`src/hw/rtl/fskmod_pkg.sv`:
```
// Shared constants, codes and framing helpers for the FSK UART tone modulator.
// No dependencies; imported by fsk_uart_tone_modulator and its testbench.
package fskmod_pkg;

   localparam int SAMPLE_WIDTH_DEFAULT   = 8;
   localparam int SAMPLES_PER_BIT_PERIOD = 32;
   localparam int PHASE_FRAC_BITS        = 8;
   localparam int MAX_FRAME_LENGTH       = 12;
   localparam int CSR_ADDR_WIDTH         = 5;

   typedef logic [1:0] req_kind_type;
   localparam req_kind_type REQ_ADVANCE = 2'd0;
   localparam req_kind_type REQ_BYTE    = 2'd1;
   localparam req_kind_type REQ_CARRIER = 2'd2;

   typedef logic [1:0] parity_mode_type;
   localparam parity_mode_type PAR_SPACE = 2'd0;
   localparam parity_mode_type PAR_MARK  = 2'd1;
   localparam parity_mode_type PAR_EVEN  = 2'd2;
   localparam parity_mode_type PAR_ODD   = 2'd3;

   typedef logic [2:0] reg_index_type;
   localparam reg_index_type REG_DATA_BITS      = 3'd0;
   localparam reg_index_type REG_PARITY_ENABLE  = 3'd1;
   localparam reg_index_type REG_PARITY_MODE    = 3'd2;
   localparam reg_index_type REG_STOP_BITS      = 3'd3;
   localparam reg_index_type REG_STEP_CH0_SPACE = 3'd4;
   localparam reg_index_type REG_STEP_CH0_MARK  = 3'd5;
   localparam reg_index_type REG_STEP_CH1_SPACE = 3'd6;
   localparam reg_index_type REG_STEP_CH1_MARK  = 3'd7;

   // First quadrant of a sine of amplitude 127, sampled at the bin centres.
   localparam logic [6:0] SINE_QUADRANT [64] = '{
      7'd2,   7'd5,   7'd8,   7'd11,  7'd14,  7'd17,  7'd20,  7'd23,
      7'd26,  7'd29,  7'd32,  7'd35,  7'd38,  7'd41,  7'd44,  7'd47,
      7'd50,  7'd53,  7'd56,  7'd58,  7'd61,  7'd64,  7'd67,  7'd69,
      7'd72,  7'd74,  7'd77,  7'd79,  7'd82,  7'd84,  7'd86,  7'd89,
      7'd91,  7'd93,  7'd95,  7'd97,  7'd99,  7'd101, 7'd103, 7'd105,
      7'd106, 7'd108, 7'd110, 7'd111, 7'd113, 7'd114, 7'd115, 7'd117,
      7'd118, 7'd119, 7'd120, 7'd121, 7'd122, 7'd123, 7'd124, 7'd124,
      7'd125, 7'd125, 7'd126, 7'd126, 7'd127, 7'd127, 7'd127, 7'd127
   };

   // Data bit count held in the legal range of five to eight.
   function automatic logic [3:0] clamp_data_bits(input logic [3:0] raw);
      if (raw < 4'd5) begin
         return 4'd5;
      end else if (raw > 4'd8) begin
         return 4'd8;
      end
      return raw;
   endfunction

   // Stop bit count held in the legal range of one to two.
   function automatic logic [1:0] clamp_stop_bits(input logic [1:0] raw);
      if (raw == 2'd0) begin
         return 2'd1;
      end else if (raw == 2'd3) begin
         return 2'd2;
      end
      return raw;
   endfunction

   function automatic logic [3:0] frame_length(input logic [3:0] nd, input logic pe,
                                                input logic [1:0] ns);
      return 4'd1 + nd + {3'b000, pe} + {2'b00, ns};
   endfunction

   // Start bit in bit 0, then data LSB first, optional parity, stop bits.
   function automatic logic [15:0] frame_word(input logic [7:0] data, input logic [3:0] nd,
                                              input logic pe, input parity_mode_type mode,
                                              input logic [1:0] ns);
      logic        par;
      logic [2:0]  upper;
      logic [7:0]  keep;
      logic [15:0] w;
      unique case (mode)
         PAR_SPACE: par = 1'b0;
         PAR_MARK:  par = 1'b1;
         PAR_EVEN:  par = ^data;
         PAR_ODD:   par = ~^data;
      endcase
      upper = pe ? {ns[1], 1'b1, par} : {1'b0, ns[1], 1'b1};
      keep  = data & 8'((9'h001 << nd) - 9'h001);
      w     = ({13'b0, upper} << nd) | {8'b0, keep};
      return {w[14:0], 1'b0};
   endfunction

endpackage

```
`src/hw/rtl/fsk_uart_tone_modulator.sv`:
```
// FSK tone modulator with UART framing: framing, bit timing, phase accumulator,
// sine quadrant ROM and a two-stage elastic result path. Depends on fskmod_pkg.
//
//  Port group   Direction  Handshake         Content
//  req_*        in         tvalid/tready     tdata: data_byte; tuser: req_type, channel
//  rsp_*        out        tvalid/tready     tdata: sample; tuser: status
//  csr_*        in/out     APB, pready = 1   eight framing and tone step registers
//
// One request is taken in every cycle unless both stages are full. Its sample passes two
// registers: the first is the synchronous read port of the sine ROM, the second the output
// stage. All line state updates in the cycle a request is accepted, so requests may follow
// back to back. A stalled output holds its sample while one more request is taken into the
// ROM stage; only with both stages full does req_tready fall. Reset is synchronous and
// returns all line state, both stages' valid flags and the registers to their reset values.
module fsk_uart_tone_modulator #(
   parameter int SAMPLE_WIDTH = fskmod_pkg::SAMPLE_WIDTH_DEFAULT
) (
   input  logic                                      clock,
   input  logic                                      reset,
   // Request channel
   input  logic                                      req_tvalid,
   output logic                                      req_tready,
   input  logic [7:0]                                req_tdata,   // [7:0] data_byte
   input  logic [2:0]                                req_tuser,   // [1:0] req_type, [2] channel
   // Result channel
   output logic                                      rsp_tvalid,
   input  logic                                      rsp_tready,
   output logic [((SAMPLE_WIDTH + 7) / 8) * 8 - 1:0] rsp_tdata,   // sample, zero padded
   output logic                                      rsp_tuser,   // [0] status
   // Register port
   input  logic                                      csr_psel,
   input  logic                                      csr_penable,
   input  logic                                      csr_pwrite,
   input  logic [fskmod_pkg::CSR_ADDR_WIDTH-1:0]     csr_paddr,
   input  logic [31:0]                               csr_pwdata,
   output logic [31:0]                               csr_prdata,
   output logic                                      csr_pready
);

   import fskmod_pkg::*;

   localparam int RspDataWidth = ((SAMPLE_WIDTH + 7) / 8) * 8;

   // Configuration registers
   logic [3:0]      data_bits_ff;
   logic            parity_enable_ff;
   parity_mode_type parity_mode_ff;
   logic [1:0]      stop_bits_ff;
   // Tone steps indexed by {channel, bit value}.
   logic [15:0]     tone_step_ff [4];

   // Line state
   logic [15:0] phase_acc_ff,      phase_acc_in;
   logic [15:0] bit_step_ff,       bit_step_in;
   logic        active_channel_ff, active_channel_in;
   logic [5:0]  samples_left_ff,   samples_left_in;
   logic [15:0] shift_word_ff,     shift_word_in;
   logic [15:0] held_word_ff,      held_word_in;
   logic        held_full_ff,      held_full_in;
   logic [3:0]  bits_left_ff,      bits_left_in;

   // Result path: ROM stage, then output stage.
   logic                    pipe_valid_ff, pipe_valid_in;
   logic [6:0]              pipe_mag_ff;
   logic                    pipe_neg_ff;
   logic                    pipe_status_ff;
   logic                    rsp_valid_ff,  rsp_valid_in;
   logic [SAMPLE_WIDTH-1:0] rsp_sample_ff;
   logic                    rsp_status_ff;

   logic                    pipe_move;
   logic                    req_fire;
   logic                    csr_write;
   reg_index_type           csr_index;

   req_kind_type            req_kind;
   logic                    req_channel;
   logic                    pushing;
   logic                    busy_now;
   logic                    refuse;
   logic                    accept_push;
   logic                    load;
   logic                    held_write;
   logic                    busy;
   logic                    boundary;
   logic                    take_bit;
   logic [3:0]              nd;
   logic [1:0]              ns;
   logic [15:0]             new_word;
   logic [15:0]             shift_cur;
   logic [3:0]              bits_cur;
   logic                    channel_sel;
   logic                    bit_sel;
   logic                    status;
   logic [7:0]              phase_top;
   logic [5:0]              rom_index;
   logic [SAMPLE_WIDTH-1:0] mag_ext;

   // ---------------------------------------------------------------- register port
   assign csr_pready = 1'b1;
   assign csr_write  = csr_psel && csr_penable && csr_pwrite && csr_pready;
   assign csr_index  = csr_paddr[4:2];

   always_ff @(posedge clock) begin
      if (reset) begin
         data_bits_ff     <= 4'd8;
         parity_enable_ff <= 1'b0;
         parity_mode_ff   <= PAR_SPACE;
         stop_bits_ff     <= 2'd1;
         for (int i = 0; i < 4; i++) begin
            tone_step_ff[i] <= 16'd0;
         end
      end else if (csr_write) begin
         unique case (csr_index)
            REG_DATA_BITS:      data_bits_ff     <= csr_pwdata[3:0];
            REG_PARITY_ENABLE:  parity_enable_ff <= csr_pwdata[0];
            REG_PARITY_MODE:    parity_mode_ff   <= csr_pwdata[1:0];
            REG_STOP_BITS:      stop_bits_ff     <= csr_pwdata[1:0];
            REG_STEP_CH0_SPACE: tone_step_ff[0]  <= csr_pwdata[15:0];
            REG_STEP_CH0_MARK:  tone_step_ff[1]  <= csr_pwdata[15:0];
            REG_STEP_CH1_SPACE: tone_step_ff[2]  <= csr_pwdata[15:0];
            REG_STEP_CH1_MARK:  tone_step_ff[3]  <= csr_pwdata[15:0];
         endcase
      end
   end

   always_comb begin
      unique case (csr_index)
         REG_DATA_BITS:      csr_prdata = {28'd0, data_bits_ff};
         REG_PARITY_ENABLE:  csr_prdata = {31'd0, parity_enable_ff};
         REG_PARITY_MODE:    csr_prdata = {30'd0, parity_mode_ff};
         REG_STOP_BITS:      csr_prdata = {30'd0, stop_bits_ff};
         REG_STEP_CH0_SPACE: csr_prdata = {16'd0, tone_step_ff[0]};
         REG_STEP_CH0_MARK:  csr_prdata = {16'd0, tone_step_ff[1]};
         REG_STEP_CH1_SPACE: csr_prdata = {16'd0, tone_step_ff[2]};
         REG_STEP_CH1_MARK:  csr_prdata = {16'd0, tone_step_ff[3]};
      endcase
   end

   // ---------------------------------------------------------------- handshake
   // The ROM stage may refill whenever its content leaves for the output stage.
   assign pipe_move  = !rsp_valid_ff || rsp_tready;
   assign req_tready = !pipe_valid_ff || pipe_move;
   assign req_fire   = req_tvalid && req_tready;

   // ---------------------------------------------------------------- line state
   assign req_kind    = req_tuser[1:0];
   assign req_channel = req_tuser[2];
   assign nd          = clamp_data_bits(data_bits_ff);
   assign ns          = clamp_stop_bits(stop_bits_ff);

   always_comb begin
      pushing     = (req_kind == REQ_BYTE) || (req_kind == REQ_CARRIER);
      busy_now    = bits_left_ff != 4'd0;
      // A push is turned away only when the holding word is occupied and a word is on air.
      refuse      = pushing && held_full_ff && busy_now;
      accept_push = pushing && !refuse;
      new_word    = (req_kind == REQ_BYTE)
                    ? frame_word(req_tdata, nd, parity_enable_ff, parity_mode_ff, ns)
                    : 16'hFFFF;
      // An idle line takes the held word, or the pushed word straight away when nothing
      // is held. A push onto a full buffer of an idle line moves the old word out first.
      load        = !busy_now && (held_full_ff || pushing);
      held_write  = accept_push && (held_full_ff || busy_now);
      busy        = busy_now || load;
      boundary    = samples_left_ff == 6'd0;
      take_bit    = boundary && busy;

      shift_cur   = load ? (held_full_ff ? held_word_ff : new_word) : shift_word_ff;
      bits_cur    = load ? frame_length(nd, parity_enable_ff, ns) : bits_left_ff;

      // At a bit start the tone follows the new bit; an idle period keeps the mark tone
      // of the channel last used.
      channel_sel = take_bit ? req_channel : active_channel_ff;
      bit_sel     = take_bit ? shift_cur[0] : 1'b1;
      status      = pushing ? !refuse : (busy || boundary);

      phase_top   = 8'(phase_acc_ff >> PHASE_FRAC_BITS);
      rom_index   = phase_top[5:0] ^ {6{phase_top[6]}};

      phase_acc_in      = phase_acc_ff;
      bit_step_in       = bit_step_ff;
      active_channel_in = active_channel_ff;
      samples_left_in   = samples_left_ff;
      shift_word_in     = shift_word_ff;
      held_word_in      = held_word_ff;
      held_full_in      = held_full_ff;
      bits_left_in      = bits_left_ff;

      if (req_fire) begin
         if (boundary) begin
            bit_step_in     = tone_step_ff[{channel_sel, bit_sel}];
            samples_left_in = 6'(SAMPLES_PER_BIT_PERIOD - 1);
         end else begin
            samples_left_in = samples_left_ff - 6'd1;
         end
         phase_acc_in      = phase_acc_ff + bit_step_in;
         active_channel_in = channel_sel;
         shift_word_in     = take_bit ? {1'b0, shift_cur[15:1]} : shift_cur;
         bits_left_in      = take_bit ? bits_cur - 4'd1 : bits_cur;
         if (held_write) begin
            held_word_in = new_word;
            held_full_in = 1'b1;
         end else if (load) begin
            held_full_in = 1'b0;
         end
      end
   end

   always_ff @(posedge clock) begin
      if (reset) begin
         phase_acc_ff      <= 16'd0;
         bit_step_ff       <= 16'd0;
         active_channel_ff <= 1'b0;
         samples_left_ff   <= 6'd0;
         shift_word_ff     <= 16'd0;
         held_word_ff      <= 16'd0;
         held_full_ff      <= 1'b0;
         bits_left_ff      <= 4'd0;
      end else begin
         phase_acc_ff      <= phase_acc_in;
         bit_step_ff       <= bit_step_in;
         active_channel_ff <= active_channel_in;
         samples_left_ff   <= samples_left_in;
         shift_word_ff     <= shift_word_in;
         held_word_ff      <= held_word_in;
         held_full_ff      <= held_full_in;
         bits_left_ff      <= bits_left_in;
      end
   end

   // ---------------------------------------------------------------- result path
   assign pipe_valid_in = req_fire ? 1'b1 : (pipe_move ? 1'b0 : pipe_valid_ff);
   assign rsp_valid_in  = pipe_move ? pipe_valid_ff : rsp_valid_ff;

   always_ff @(posedge clock) begin
      if (reset) begin
         pipe_valid_ff <= 1'b0;
         rsp_valid_ff  <= 1'b0;
      end else begin
         pipe_valid_ff <= pipe_valid_in;
         rsp_valid_ff  <= rsp_valid_in;
      end
   end

   // Sine quadrant ROM, synchronous read; the sign and status travel alongside.
   always_ff @(posedge clock) begin
      if (req_fire) begin
         pipe_mag_ff    <= SINE_QUADRANT[rom_index];
         pipe_neg_ff    <= phase_top[7];
         pipe_status_ff <= status;
      end
   end

   // The negative half cycle is the one's complement of the quadrant value.
   assign mag_ext = {{(SAMPLE_WIDTH - 7){1'b0}}, pipe_mag_ff};

   always_ff @(posedge clock) begin
      if (pipe_move && pipe_valid_ff) begin
         rsp_sample_ff <= pipe_neg_ff ? ~mag_ext : mag_ext;
         rsp_status_ff <= pipe_status_ff;
      end
   end

   assign rsp_tvalid = rsp_valid_ff;
   assign rsp_tdata  = RspDataWidth'(rsp_sample_ff);
   assign rsp_tuser  = rsp_status_ff;

   // ---------------------------------------------------------------- checks
   a_sample_count: assert property (@(posedge clock) disable iff (reset)
      samples_left_ff <= 6'(SAMPLES_PER_BIT_PERIOD - 1))
      else $error("bit period counter beyond the period length");

   a_bits_count: assert property (@(posedge clock) disable iff (reset)
      bits_left_ff <= 4'(MAX_FRAME_LENGTH))
      else $error("bit counter beyond the longest frame");

   a_refused_push: assert property (@(posedge clock) disable iff (reset)
      (req_fire && pushing && held_full_ff && bits_left_ff != 4'd0) |=> !pipe_status_ff)
      else $error("push onto a full buffer of a busy line reported as taken");

   a_rom_stage_holds: assert property (@(posedge clock) disable iff (reset)
      (pipe_valid_ff && !pipe_move) |=> (pipe_valid_ff && $stable(pipe_mag_ff)
                                         && $stable(pipe_neg_ff)))
      else $error("ROM stage content lost while the output stage stalls");

   a_output_source: assert property (@(posedge clock) disable iff (reset)
      $rose(rsp_valid_ff) |-> $past(pipe_valid_ff))
      else $error("result appeared without an entry in the ROM stage");

endmodule

```
`config.mk`:
```
export PLATFORM = sky130hd
export DESIGN_NAME = fsk_uart_tone_modulator
export DESIGN_NICKNAME = d
export VERILOG_FILES = /design/src/hw/rtl/fskmod_pkg.sv /design/src/hw/rtl/fsk_uart_tone_modulator.sv
export SDC_FILE = /design/constraint.sdc
export NUM_CORES = 1
export LEC_CHECK = 0
export BUFFER_PORTS_ARGS = -buffer_cell sky130_fd_sc_hd__buf_2
export CORE_MARGIN = 4
export CORE_UTILIZATION = 50
export CTS_CLUSTER_SIZE = 14
export DETAILED_ROUTE_END_ITERATION = 8
export PLACE_DENSITY = 0.71
export SYNTH_ARGS = -nofsm -noshare
export SYNTH_HDL_FRONTEND = slang
export SYNTH_SLANG_ARGS = --single-unit
```
`constraint.sdc`:
```
create_clock -name clock -period 12.17 [get_ports clock]
set_input_delay 1.217 -clock clock [delete_from_list [all_inputs] [get_ports clock]]
set_output_delay 1.217 -clock clock [all_outputs]
set_load 0.02 [all_outputs]
```
==> impl_metrics.yaml, run 1 <==
outcome:
  run_status: "complete, no violations"
layout:
  finish.net_count: 1197
  layout-drive-gt1-share_pct: 13.5
  layout.core_utilization_pct: 57.0
  finish.cell_count_without_fillers: 1378
  number_of_antenna_repair_diodes: 0
  layout.filler_cells: 1678
  final_cell_area_mm2: 0.0108
  synthToLayoutAreaGrowth_pct: 10.5
die:
  row_count: 50
  floorplan.io_pins: 99
  die-area_mm2: 0.0219
  dieWidth_um: 148
  die_h_um: 148
  fp.coreArea_mm2: 0.0190
  initial_utilization_pct: 51.6
power:
  p_sw_mw: 0.648
  power_switching_share_pct: 35.1
  clock_power_share_pct: 29.6
  power_per_cell_area_mw_per_mm2: 170
  p_int_mw: 1.20
  static-leakage-power_nw: 4.19
  irDropWorstVdd_mv: 0.112
  power_frac_comb_pct: 31.3
  seq_power_share_pct: 39.1
worst_setup_path:
  critical_path.max_fanout: 33
  crit_arrival_ns: 6.23
  worstPathCellList: "buf_2 -> ha_1 -> nand2b_1 -> nand2_1 -> a211o_1 -> buf_4 -> a211oi_1 -> a31oi_1 -> mux2_2 -> ha_1 -> a21o_1 -> a2111oi_0 -> o21ai_0 -> a221oi_1 -> o21ai_0 -> xnor2_1 -> or3_1 -> a21oi_1"
  worst_setup_path_end_kind: "flip-flop"
  cp_slowest_cell: "sky130_fd_sc_hd__nand2_1"
  setup.worst_path.start_class: "input port"
  crit_required_ns: 12.53
  critical_path.max_stage_delay_ns: 0.60
  worstReg2RegStart: "bits_left_ff[3]$_SDFFE_PP0P_"
  crit_type: "in2reg"
  setup.worst_path.start: "req_tuser[0]"
detailed_routing:
  post-route-drc-count: 0
  dr.first_iter.drc_count: 511
  num_vias: 7726
  postRouteWirelength_um: 21500
  drt_pre_antenna_iters: 5
  detail-route-antenna-nets: 0
  drt-wirelength-per-cell_um: 15.6
  detail_route.vias_per_cell: 5.61
clock_tree:
  clockBufferDepth: 2
  holdBufCountCts: 0
  tritoncts_num_sinks: 169
  cts_tree: "yes"
  clock_tree.root_cell: "sky130_fd_sc_hd__clkbuf_16"
  post_cts.repair.setup_buffers: 0
  clk_pin_slew_worst_paths_ns: 0.07
  ctsResizeCount: 0
  numCtsBuffers: 17
  insertion_delay_ns: 0.43
  cts-htree-levels: 4
yosys:
  post_synth_xor_area_fraction_pct: 3.57
  synth_ff_type: "sky130_fd_sc_hd__dfxtp_1"
  synth_warnings: 0
  synth_edf_count: 82
  post_synth_and_or_nand_nor_area_fraction_pct: 19.6
  synth_common_cells: "135 x sky130_fd_sc_hd__nand2_1, 100 x sky130_fd_sc_hd__a21oi_1, 91 x sky130_fd_sc_hd__and2_1, 87 x sky130_fd_sc_hd__dfxtp_1, 86 x sky130_fd_sc_hd__nor2_1"
  yosys.area_share.adder_pct: 4.87
  syn_avg_cell_area_um2: 9.10
  post-synth-top-area-cell: "sky130_fd_sc_hd__edfxtp_1"
  yosys.cell_count.top_type: "sky130_fd_sc_hd__nand2_1"
  synth.area.mux_share_pct: 6.61
  synthDistinctLibCells: 62
  combinational_family_with_the_most_area_after_synthesis: "simple AND/OR/NAND/NOR gates"
  syn-cell-area_mm2: 0.00981
  yosysSeqAreaShare_pct: 42.9
  synthCells: 1078
  async_flop_share_pct: 0
  synth.ff_latch_count: 169
  synth.top_cell.area_share_pct: 25.1
  yosys-top-cells-area: "sky130_fd_sc_hd__edfxtp_1 25%, sky130_fd_sc_hd__dfxtp_1 18%, sky130_fd_sc_hd__and2_1 5.8%"
  synth_compound_gate_area_share_pct: 17.6
sta:
  setup_viol: 0
  clock_skew_ns: 0.00998
  hold_viol_final: 0
  rsz0062_at_grt: "no"
  timing.final.max_slew_violations: 0
  fin_setup_tns_ns: 0
  final_critical_path_setup_slack_ns: 6.30
  finalCritPeriodShare_pct: 48.2
  period_needed_ns: 5.87
  max_slew_margin_pct: 24.6
  maxClockFrequency_ghz: 0.170
  timing_worst_slew_pin_value_ns: 1.12
place:
  detailed_place_hpwl_um: 14000
  port-buffer-count: 63
  post-place-ws_ns: 5.86
  replace_congestion: 0.816
  placed_cell_area_mm2: 0.0102
  numPlacedInstances: 1345
grt:
  grt_pass1_wl_um: 36000
  vias_in_the_first_global_route: 7246
  grt_start_max_net_pins: 94
  grt_antenna_before_repair: 1
  track_usage_pct: 20.1
  grt_remaining_overflow: 0
flow_run:
  max_cap_violations: 0
min_path:
  worst_hold_path_type: "reg2reg"
  worstHoldStart: "pipe_status_ff$_DFFE_PP_"
==> layout by cell type, fill, tap and decap left out, drive strengths merged, types with 5 or more instances in the layout <==
cell     netlist  routed
a2111oi        6       6
a21oi        100     100
nand3         12      12
a31oi         29      29
o21ai         44      44
nand2        135     135
o22ai          5       5
nor2b         11      11
xor2          14      14
buf           28      76
mux2          17      17
inv           21      31
o21bai         7       7
dfxtp         87      87
o21a           7       7
and3           5       5
mux2i         16      16
or3            7       7
clkbuf        57      17
nor3          28      28
edfxtp        82      82
nor2          86      86
nand2b         8       8
xnor2         26      26
conb           2      19
ha            35      35
o211ai        11      11
a211oi        36      36
clkinv         1       5
a21o           8       8
and2          91      91
mux4          13      13
a21boi         6       6
==> path summary, 6_finish.rpt <==
| path | slack [ns] | cells past startpoint | endpoint |
|---|---|---|---|
| max | 6.30 | 18 | phase_acc_ff[15]$_SDFFE_PP0P_ |
| max reg2reg | 6.53 | 16 | phase_acc_ff[15]$_SDFFE_PP0P_ |
| min reg2reg | 0.45 | 0 | rsp_tuser$_DFFE_PP_ |
| min | 0.45 | 0 | rsp_tuser$_DFFE_PP_ |
==> state kept, by name (all words and copies together), names as in the netlist <==
name	count
phase_acc_ff	16
parity_enable_ff	1
data_bits_ff	4
active_channel_ff	1
stop_bits_ff	2
rsp_tvalid	1
rsp_tuser	1
held_full_ff	1
pipe_mag_ff	7
shift_word_ff	16
parity_mode_ff	2
held_word_ff	16
samples_left_ff	6
pipe_neg_ff	1
pipe_valid_ff	1
bits_left_ff	4
tone_step_ff	64
bit_step_ff	16
rsp_tdata	8
pipe_status_ff	1
==> power by group through the flow <==
stage | sequential (mW) | combinational (mW) | clock [mW]
2_1_floorplan | 0.726 | 0.460 | 0
6_report | 0.724 | 0.578 | 0.546
4_1_cts | 0.724 | 0.574 | 0.556
5_1_grt | 0.733 | 0.656 | 0.580
3_5_place_dp | 0.736 | 0.570 | 0
3_3_place_gp | 0.733 | 0.560 | 0
==> layout make-up <==
class | count | area [um2] | area share (%)
repair buffers | 76 | 413 | 3.81
clock buffers | 17 | 425 | 3.92
well taps | 260 | 325 | 3.00
flip-flops and latches | 169 | 4200 | 38.8
clock inverters | 15 | 169 | 1.56
inverters | 22 | 82.6 | 0.762
multi-input cells | 819 | 5230 | 48.2
==> cells by family after synthesis <==
kind of cell | after synthesis
DFF | 169
buffers and inverters | 107
other | 2
xor gates and xnor gates | 40
muxes | 46
AOI/OAI and AO/OA | 277
and+or+nand+nor | 400
adders and majority gates | 37
==> stage by stage <==
stage | power [mW] | hold WS (ns)
after floorplan | 1.19 | 0.400
after global placement | 1.29 | 0.438
after detailed placement | 1.31 | 0.443
after CTS | 1.85 | 0.453
after global routing | 1.97 | 0.464
final | 1.85 | 0.452
==> per-layer routing <==
metal | vias to the layer above | track usage [%] | share of wire, %
met5 | - | 0 | 0.047
met4 | 2 | 7.34 | 1.7
met3 | 30 | 3.26 | 5.0
met2 | 216 | 33.2 | 47
met1 | 3619 | 26.9 | 46
li1 | 3859 | - | -
==> worst max-delay path: cells and delay by family <==
kind	cells	cell delay [ns]
fa+ha+maj	2	0.71
mux	1	0.32
compound gates	9	2.36
simple gates	3	1.09
xor+xnor	1	0.17
buf+inv	2	0.35
Power figures use the tool's default switching activity.
==> inputs of run 2 (changes only) <==
Clock period 12.17 ns to 5.87 ns, I/O delays scaled along.
==> run 2 against run 1 <==
Final cell count grew 0.65%. Sequential power grew 110%. Utilization grew 0.20 points. Cell area grew 0.36%. Hold slack lost 0.064 ns. Clock skew grew 0.0052 ns. Wire length grew 0.53%. Critical endpoint unchanged. Largest cell class unchanged. Largest power group unchanged.
==> impl_metrics.yaml, run 2 (synthesis gave the netlist of run 1 again) <==
outcome:
  run_status: "complete, no violations"
flow_run:
  max_cap_violations: 0
worst_setup_path:
  worst_r2r_endpoint: "phase_acc_ff[15]$_SDFFE_PP0P_"
  setup.worst_path.start_class: "flip-flop"
  setup.worst_path.start: "bits_left_ff[3]$_SDFFE_PP0P_"
  cp_slowest_cell: "sky130_fd_sc_hd__or4_4"
  r2r_setup_slack_ns: 0.85
  critical_path.max_fanout: 19
  worst_setup_path_end_kind: "flip-flop"
  worst_setup_path_endpoint: "phase_acc_ff[15]$_SDFFE_PP0P_"
  worstReg2RegStart: "bits_left_ff[3]$_SDFFE_PP0P_"
  crit_required_ns: 6.22
  crit_type: "reg2reg"
  crit_arrival_ns: 5.37
  reg2reg_depth: 17
  worstPathCellList: "or4_4 -> o2111ai_4 -> buf_4 -> mux2i_2 -> buf_4 -> a211oi_1 -> a31oi_1 -> mux2_2 -> ha_1 -> a21o_1 -> a2111oi_0 -> o21ai_0 -> a221oi_1 -> o21ai_0 -> xnor2_1 -> or3_1 -> a21oi_1"
  critical_path.max_stage_delay_ns: 0.58
clock_tree:
  numCtsBuffers: 17
  tritoncts_num_sinks: 169
  clockBufferDepth: 2
  cts-htree-levels: 4
  ctsResizeCount: 0
  clock_tree.root_cell: "sky130_fd_sc_hd__clkbuf_16"
  clk_pin_slew_worst_paths_ns: 0.07
  insertion_delay_ns: 0.43
  holdBufCountCts: 0
  cts_tree: "yes"
  post_cts.repair.setup_buffers: 0
sta:
  rsz0062_at_grt: "no"
  fin_setup_tns_ns: 0
  setup_viol: 0
  maxClockFrequency_ghz: 0.199
  timing.final.max_slew_violations: 0
  clock_skew_ns: 0.0151
  hold_viol_final: 0
  max_slew_margin_pct: 15.2
  period_needed_ns: 5.02
  timing_worst_slew_pin_value_ns: 1.26
  fin_hold_ws_ns: 0.387
  finalCritPeriodShare_pct: 85.6
place:
  detailed_place_hpwl_um: 14600
  placed_cell_area_mm2: 0.0103
  port-buffer-count: 63
  replace_congestion: 0.779
layout:
  finish.net_count: 1206
  final_cell_area_mm2: 0.0109
  layout.filler_cells: 1673
  number_of_antenna_repair_diodes: 0
  layout.core_utilization_pct: 57.2
  layout_commonest_cell: "sky130_fd_sc_hd__nand2_1"
  layout-drive-gt1-share_pct: 14.0
  top_register: "tone_step_ff"
  final_cell_mix: "135 x sky130_fd_sc_hd__nand2_1, 100 x sky130_fd_sc_hd__a21oi_1, 91 x sky130_fd_sc_hd__and2_1"
  synthToLayoutAreaGrowth_pct: 10.9
  flip_flop_count_of_the_largest_register_all_copies_and_words_added: 64
die:
  die-area_mm2: 0.0219
  dieWidth_um: 148
  die_h_um: 148
  row_count: 50
  fp.coreArea_mm2: 0.0190
  initial_utilization_pct: 51.6
  floorplan.io_pins: 99
grt:
  vias_in_the_first_global_route: 7160
  grt_start_max_net_pins: 83
  grt_antenna_before_repair: 0
  grt_pass1_wl_um: 35800
  track_usage_pct: 19.9
  grt_remaining_overflow: 0
detailed_routing:
  detail-route-antenna-nets: 0
  drt-wirelength-per-cell_um: 15.6
  detailroute.wirelength.met2_um: 10100
  wirelength_met1_um: 10000
  num_vias: 7776
  highest_layer: "met4"
  dr.first_iter.drc_count: 480
  drt_pre_antenna_iters: 5
  detail_route.vias_per_cell: 5.61
  met3WireLength_um: 1170
  postRouteWirelength_um: 21600
  post-route-drc-count: 0
min_path:
  timing.hold.worst_path_depth: 3
  worst_hold_path_type: "in2reg"
power:
  irDropWorstVdd_mv: 0.217
  static-leakage-power_nw: 4.21
  power_per_cell_area_mw_per_mm2: 351
[run 2: cell types whose count changed in the layout (fill, tap and decap cells not counted), sizes merged]
| cell | before | now |
|---|---|---|
| buf | 76 | 85 |
| clkinvlp | 0 | 4 |
| inv | 31 | 27 |
| clkbuf | 17 | 19 |
| clkinv | 5 | 3 |
[run 2: layout make-up]
type	instances	area, um2	share of cell area [%]
clock buffer	19	433	3.98
clock inverter	13	133	1.22
inverter	22	82.6	0.759
multi-input combinational	819	5230	48.0
sequential	169	4200	38.6
tap	260	325	2.99
timing repair buffer	85	480	4.41
[run 2: worst min-delay path by stage]
stage,start,endpoint,slack (ns)
5_1_grt,req_tvalid,pipe_valid_ff$_SDFFE_PP0P_,0.42
2_1_floorplan,pipe_status_ff$_DFFE_PP_,rsp_tuser$_DFFE_PP_,0.40
3_5_place_dp,pipe_status_ff$_DFFE_PP_,rsp_tuser$_DFFE_PP_,0.43
6_report,req_tvalid,pipe_valid_ff$_SDFFE_PP0P_,0.39
4_1_cts,req_tvalid,pipe_valid_ff$_SDFFE_PP0P_,0.37
3_3_place_gp,pipe_status_ff$_DFFE_PP_,rsp_tuser$_DFFE_PP_,0.43
[run 2: power by group]
| part | switching, mW | internal (mW) |
|---|---|---|
| logic | 0.736 | 0.488 |
| registers | 0.0886 | 1.41 |
| clock network | 0.501 | 0.595 |
| total | 1.33 | 2.49 |
[run 2: critical path: cells and delay by family (launching register included)]
kind,cells,cell delay [ns]
AOI/OAI and AO/OA,9,2.31
xor gates and xnor gates,1,0.17
adders and majority gates,1,0.27
buffers and inverters,2,0.54
DFF,1,0.33
muxes,2,0.42
and+or+nand+nor,2,0.89
[run 2: metrics by stage]
stage,cells,power (mW),setup WS [ns]
4_1_cts,1387,3.83,0.861
5_1_grt,1387,4.06,0.539
2_1_floorplan,1095,2.46,1.22
3_3_place_gp,1355,2.70,0.547
6_report,1387,3.82,0.846
3_5_place_dp,1355,2.73,0.563
[run 2: layer usage]
| layer | GRT usage (%) | up-vias |
|---|---|---|
| li1 | - | 3886 |
| met1 | 27.4 | 3640 |
| met2 | 32.5 | 225 |
| met3 | 3.47 | 25 |
| met4 | 5.77 | 0 |
| met5 | 0 | - |
==> inputs of run 3 (changes only) <==
Settings changed: MAX_ROUTING_LAYER set to met4.
==> run 3 against run 2 <==
Utilization unchanged. Critical path depth unchanged. Highest routed layer unchanged. Wire length decreased by 0.12%. Die area stayed put. Clock power hardly changed. Sequential cell count is the same. Global-route usage up 0.59 points. Hold slack gained 0.0010 ns. Final cell count unchanged. Cell area unchanged. Setup slack gained 0.0066 ns. Critical path type unchanged.
==> impl_metrics.yaml, run 3 (synthesis gave the netlist of run 1 again) <==
clock_tree:
  tritoncts_num_sinks: 169
  post_cts.repair.setup_buffers: 0
  clk_pin_slew_worst_paths_ns: 0.07
  insertion_delay_ns: 0.43
  ctsResizeCount: 0
  cts-htree-levels: 4
  clockBufferDepth: 2
  clock_tree.root_cell: "sky130_fd_sc_hd__clkbuf_16"
  cts_tree: "yes"
  numCtsBuffers: 17
  holdBufCountCts: 0
min_path:
  worst_hold_path_type: "in2reg"
  worstHoldStart: "req_tvalid"
  timing.hold.worst_path_depth: 3
  hold-path-endpoint: "pipe_valid_ff$_SDFFE_PP0P_"
detailed_routing:
  highest_layer: "met4"
  drt-wirelength-per-cell_um: 15.5
  detail-route-antenna-nets: 0
  num_vias: 7776
  drt_pre_antenna_iters: 5
  dr.first_iter.drc_count: 487
  detail_route.vias_per_cell: 5.61
  wirelength_met1_um: 9840
  detailroute.wirelength.met2_um: 10100
  met3WireLength_um: 1340
  post-route-drc-count: 0
  postRouteWirelength_um: 21600
layout:
  flip_flop_count_of_the_largest_register_all_copies_and_words_added: 64
  finish.cell_count_without_fillers: 1387
  top_register: "tone_step_ff"
  synthToLayoutAreaGrowth_pct: 10.9
  layout.filler_cells: 1673
  final_cell_mix: "135 x sky130_fd_sc_hd__nand2_1, 100 x sky130_fd_sc_hd__a21oi_1, 91 x sky130_fd_sc_hd__and2_1"
  number_of_antenna_repair_diodes: 0
  layout-drive-gt1-share_pct: 14.0
  final_cell_area_mm2: 0.0109
  layout_commonest_cell: "sky130_fd_sc_hd__nand2_1"
  finish.net_count: 1206
die:
  fp.coreArea_mm2: 0.0190
  die-area_mm2: 0.0219
  die_h_um: 148
  row_count: 50
  dieWidth_um: 148
  initial_utilization_pct: 51.6
  floorplan.io_pins: 99
sta:
  finalCritPeriodShare_pct: 85.5
  period_needed_ns: 5.02
  max_slew_margin_pct: 15.6
  timing.final.max_slew_violations: 0
  maxClockFrequency_ghz: 0.199
  clock_skew_ns: 0.0164
  timing_worst_slew_pin_value_ns: 1.26
  hold_viol_final: 0
  rsz0062_at_grt: "no"
  setup_viol: 0
  fin_setup_tns_ns: 0
  final_critical_path_setup_slack_ns: 0.853
grt:
  vias_in_the_first_global_route: 7172
  grt_remaining_overflow: 0
  track_usage_pct: 20.5
  grt_antenna_before_repair: 0
  grt_start_max_net_pins: 83
  grt_pass1_wl_um: 35800
worst_setup_path:
  crit_required_ns: 6.22
  worst_setup_path_end_kind: "flip-flop"
  critical_path.max_stage_delay_ns: 0.58
  crit_type: "reg2reg"
  worstReg2RegStart: "bits_left_ff[3]$_SDFFE_PP0P_"
  crit_arrival_ns: 5.36
  cpLargestDelayFamily: "compound AO/OA/AOI/OAI gates"
  cp_slowest_cell: "sky130_fd_sc_hd__or4_4"
  reg2reg_depth: 17
  worstPathCellList: "or4_4 -> o2111ai_4 -> buf_4 -> mux2i_2 -> buf_4 -> a211oi_1 -> a31oi_1 -> mux2_2 -> ha_1 -> a21o_1 -> a2111oi_0 -> o21ai_0 -> a221oi_1 -> o21ai_0 -> xnor2_1 -> or3_1 -> a21oi_1"
  setup.worst_path.start_class: "flip-flop"
  critical_path_buffers_and_inverters: 2
  critical_path.max_fanout: 19
  worst_r2r_endpoint: "phase_acc_ff[15]$_SDFFE_PP0P_"
  r2r_setup_slack_ns: 0.85
place:
  numPlacedInstances: 1355
  replace_congestion: 0.789
  port-buffer-count: 63
  post-place-ws_ns: 0.563
  placed_cell_area_mm2: 0.0103
  detailed_place_hpwl_um: 14600
power:
  irDropWorstVdd_mv: 0.217
  static-leakage-power_nw: 4.21
  power_per_cell_area_mw_per_mm2: 350
flow_run:
  max_cap_violations: 0
outcome:
  run_status: "complete, no violations"
[run 3: cell counts in the layout (fill, tap and decap cells not counted)]
No cell type changed its count.
[run 3: metal layers]
metal	up-vias	track usage (%)
li1	3886	-
met1	3619	27.5
met2	249	32.5
met3	22	3.29
met4	0	5.91
met5	-	-
[run 3: final cells by class]
cell class              count  area (um2)  area share [%]
clock inverters            13         133            1.22
inverters                  22        82.6           0.759
multi-input cells         819        5230            48.0
clock buffers              19         433            3.98
well taps                 260         325            2.99
repair buffers             85         480            4.41
flip-flops and latches    169        4200            38.6
[run 3: where the power goes]
group          total (mW)  switching (mW)  internal [mW]
clock                1.10           0.500          0.595
sequential           1.50          0.0889           1.41
combinational        1.22           0.735          0.488
total                3.81            1.32           2.49
[run 3: worst max-delay path by stage]
stage                            startpoint                       endpoint  slack (ns)  depth (start not counted)
6_report       bits_left_ff[3]$_SDFFE_PP0P_  phase_acc_ff[15]$_SDFFE_PP0P_        0.85                         17
5_1_grt        bits_left_ff[3]$_SDFFE_PP0P_  phase_acc_ff[15]$_SDFFE_PP0P_        0.54                         17
3_3_place_gp                   req_tuser[0]  phase_acc_ff[15]$_SDFFE_PP0P_        0.55                         16
3_5_place_dp                   req_tuser[1]  phase_acc_ff[15]$_SDFFE_PP0P_        0.56                         20
4_1_cts        bits_left_ff[3]$_SDFFE_PP0P_  phase_acc_ff[15]$_SDFFE_PP0P_        0.86                         17
2_1_floorplan                  req_tuser[1]  phase_acc_ff[15]$_SDFFE_PP0P_        1.22                         19
[run 3: tightest hold or removal path, delay by kind of cell]
kind                   cells  cell delay [ns]
AO/OA/AOI/OAI              1             0.04
buffers and inverters      1             0.09
AND/OR/NAND/NOR            1             0.07
[run 3: stage by stage]
stage	hold WS [ns]	total power [mW]	utilization (%)
after floorplan	0.400	2.46	-
after global placement	0.427	2.70	54.3
after detailed placement	0.430	2.73	54.3
after CTS	0.371	3.83	57.2
after global routing	0.417	4.06	57.2
final	0.388	3.81	57.2
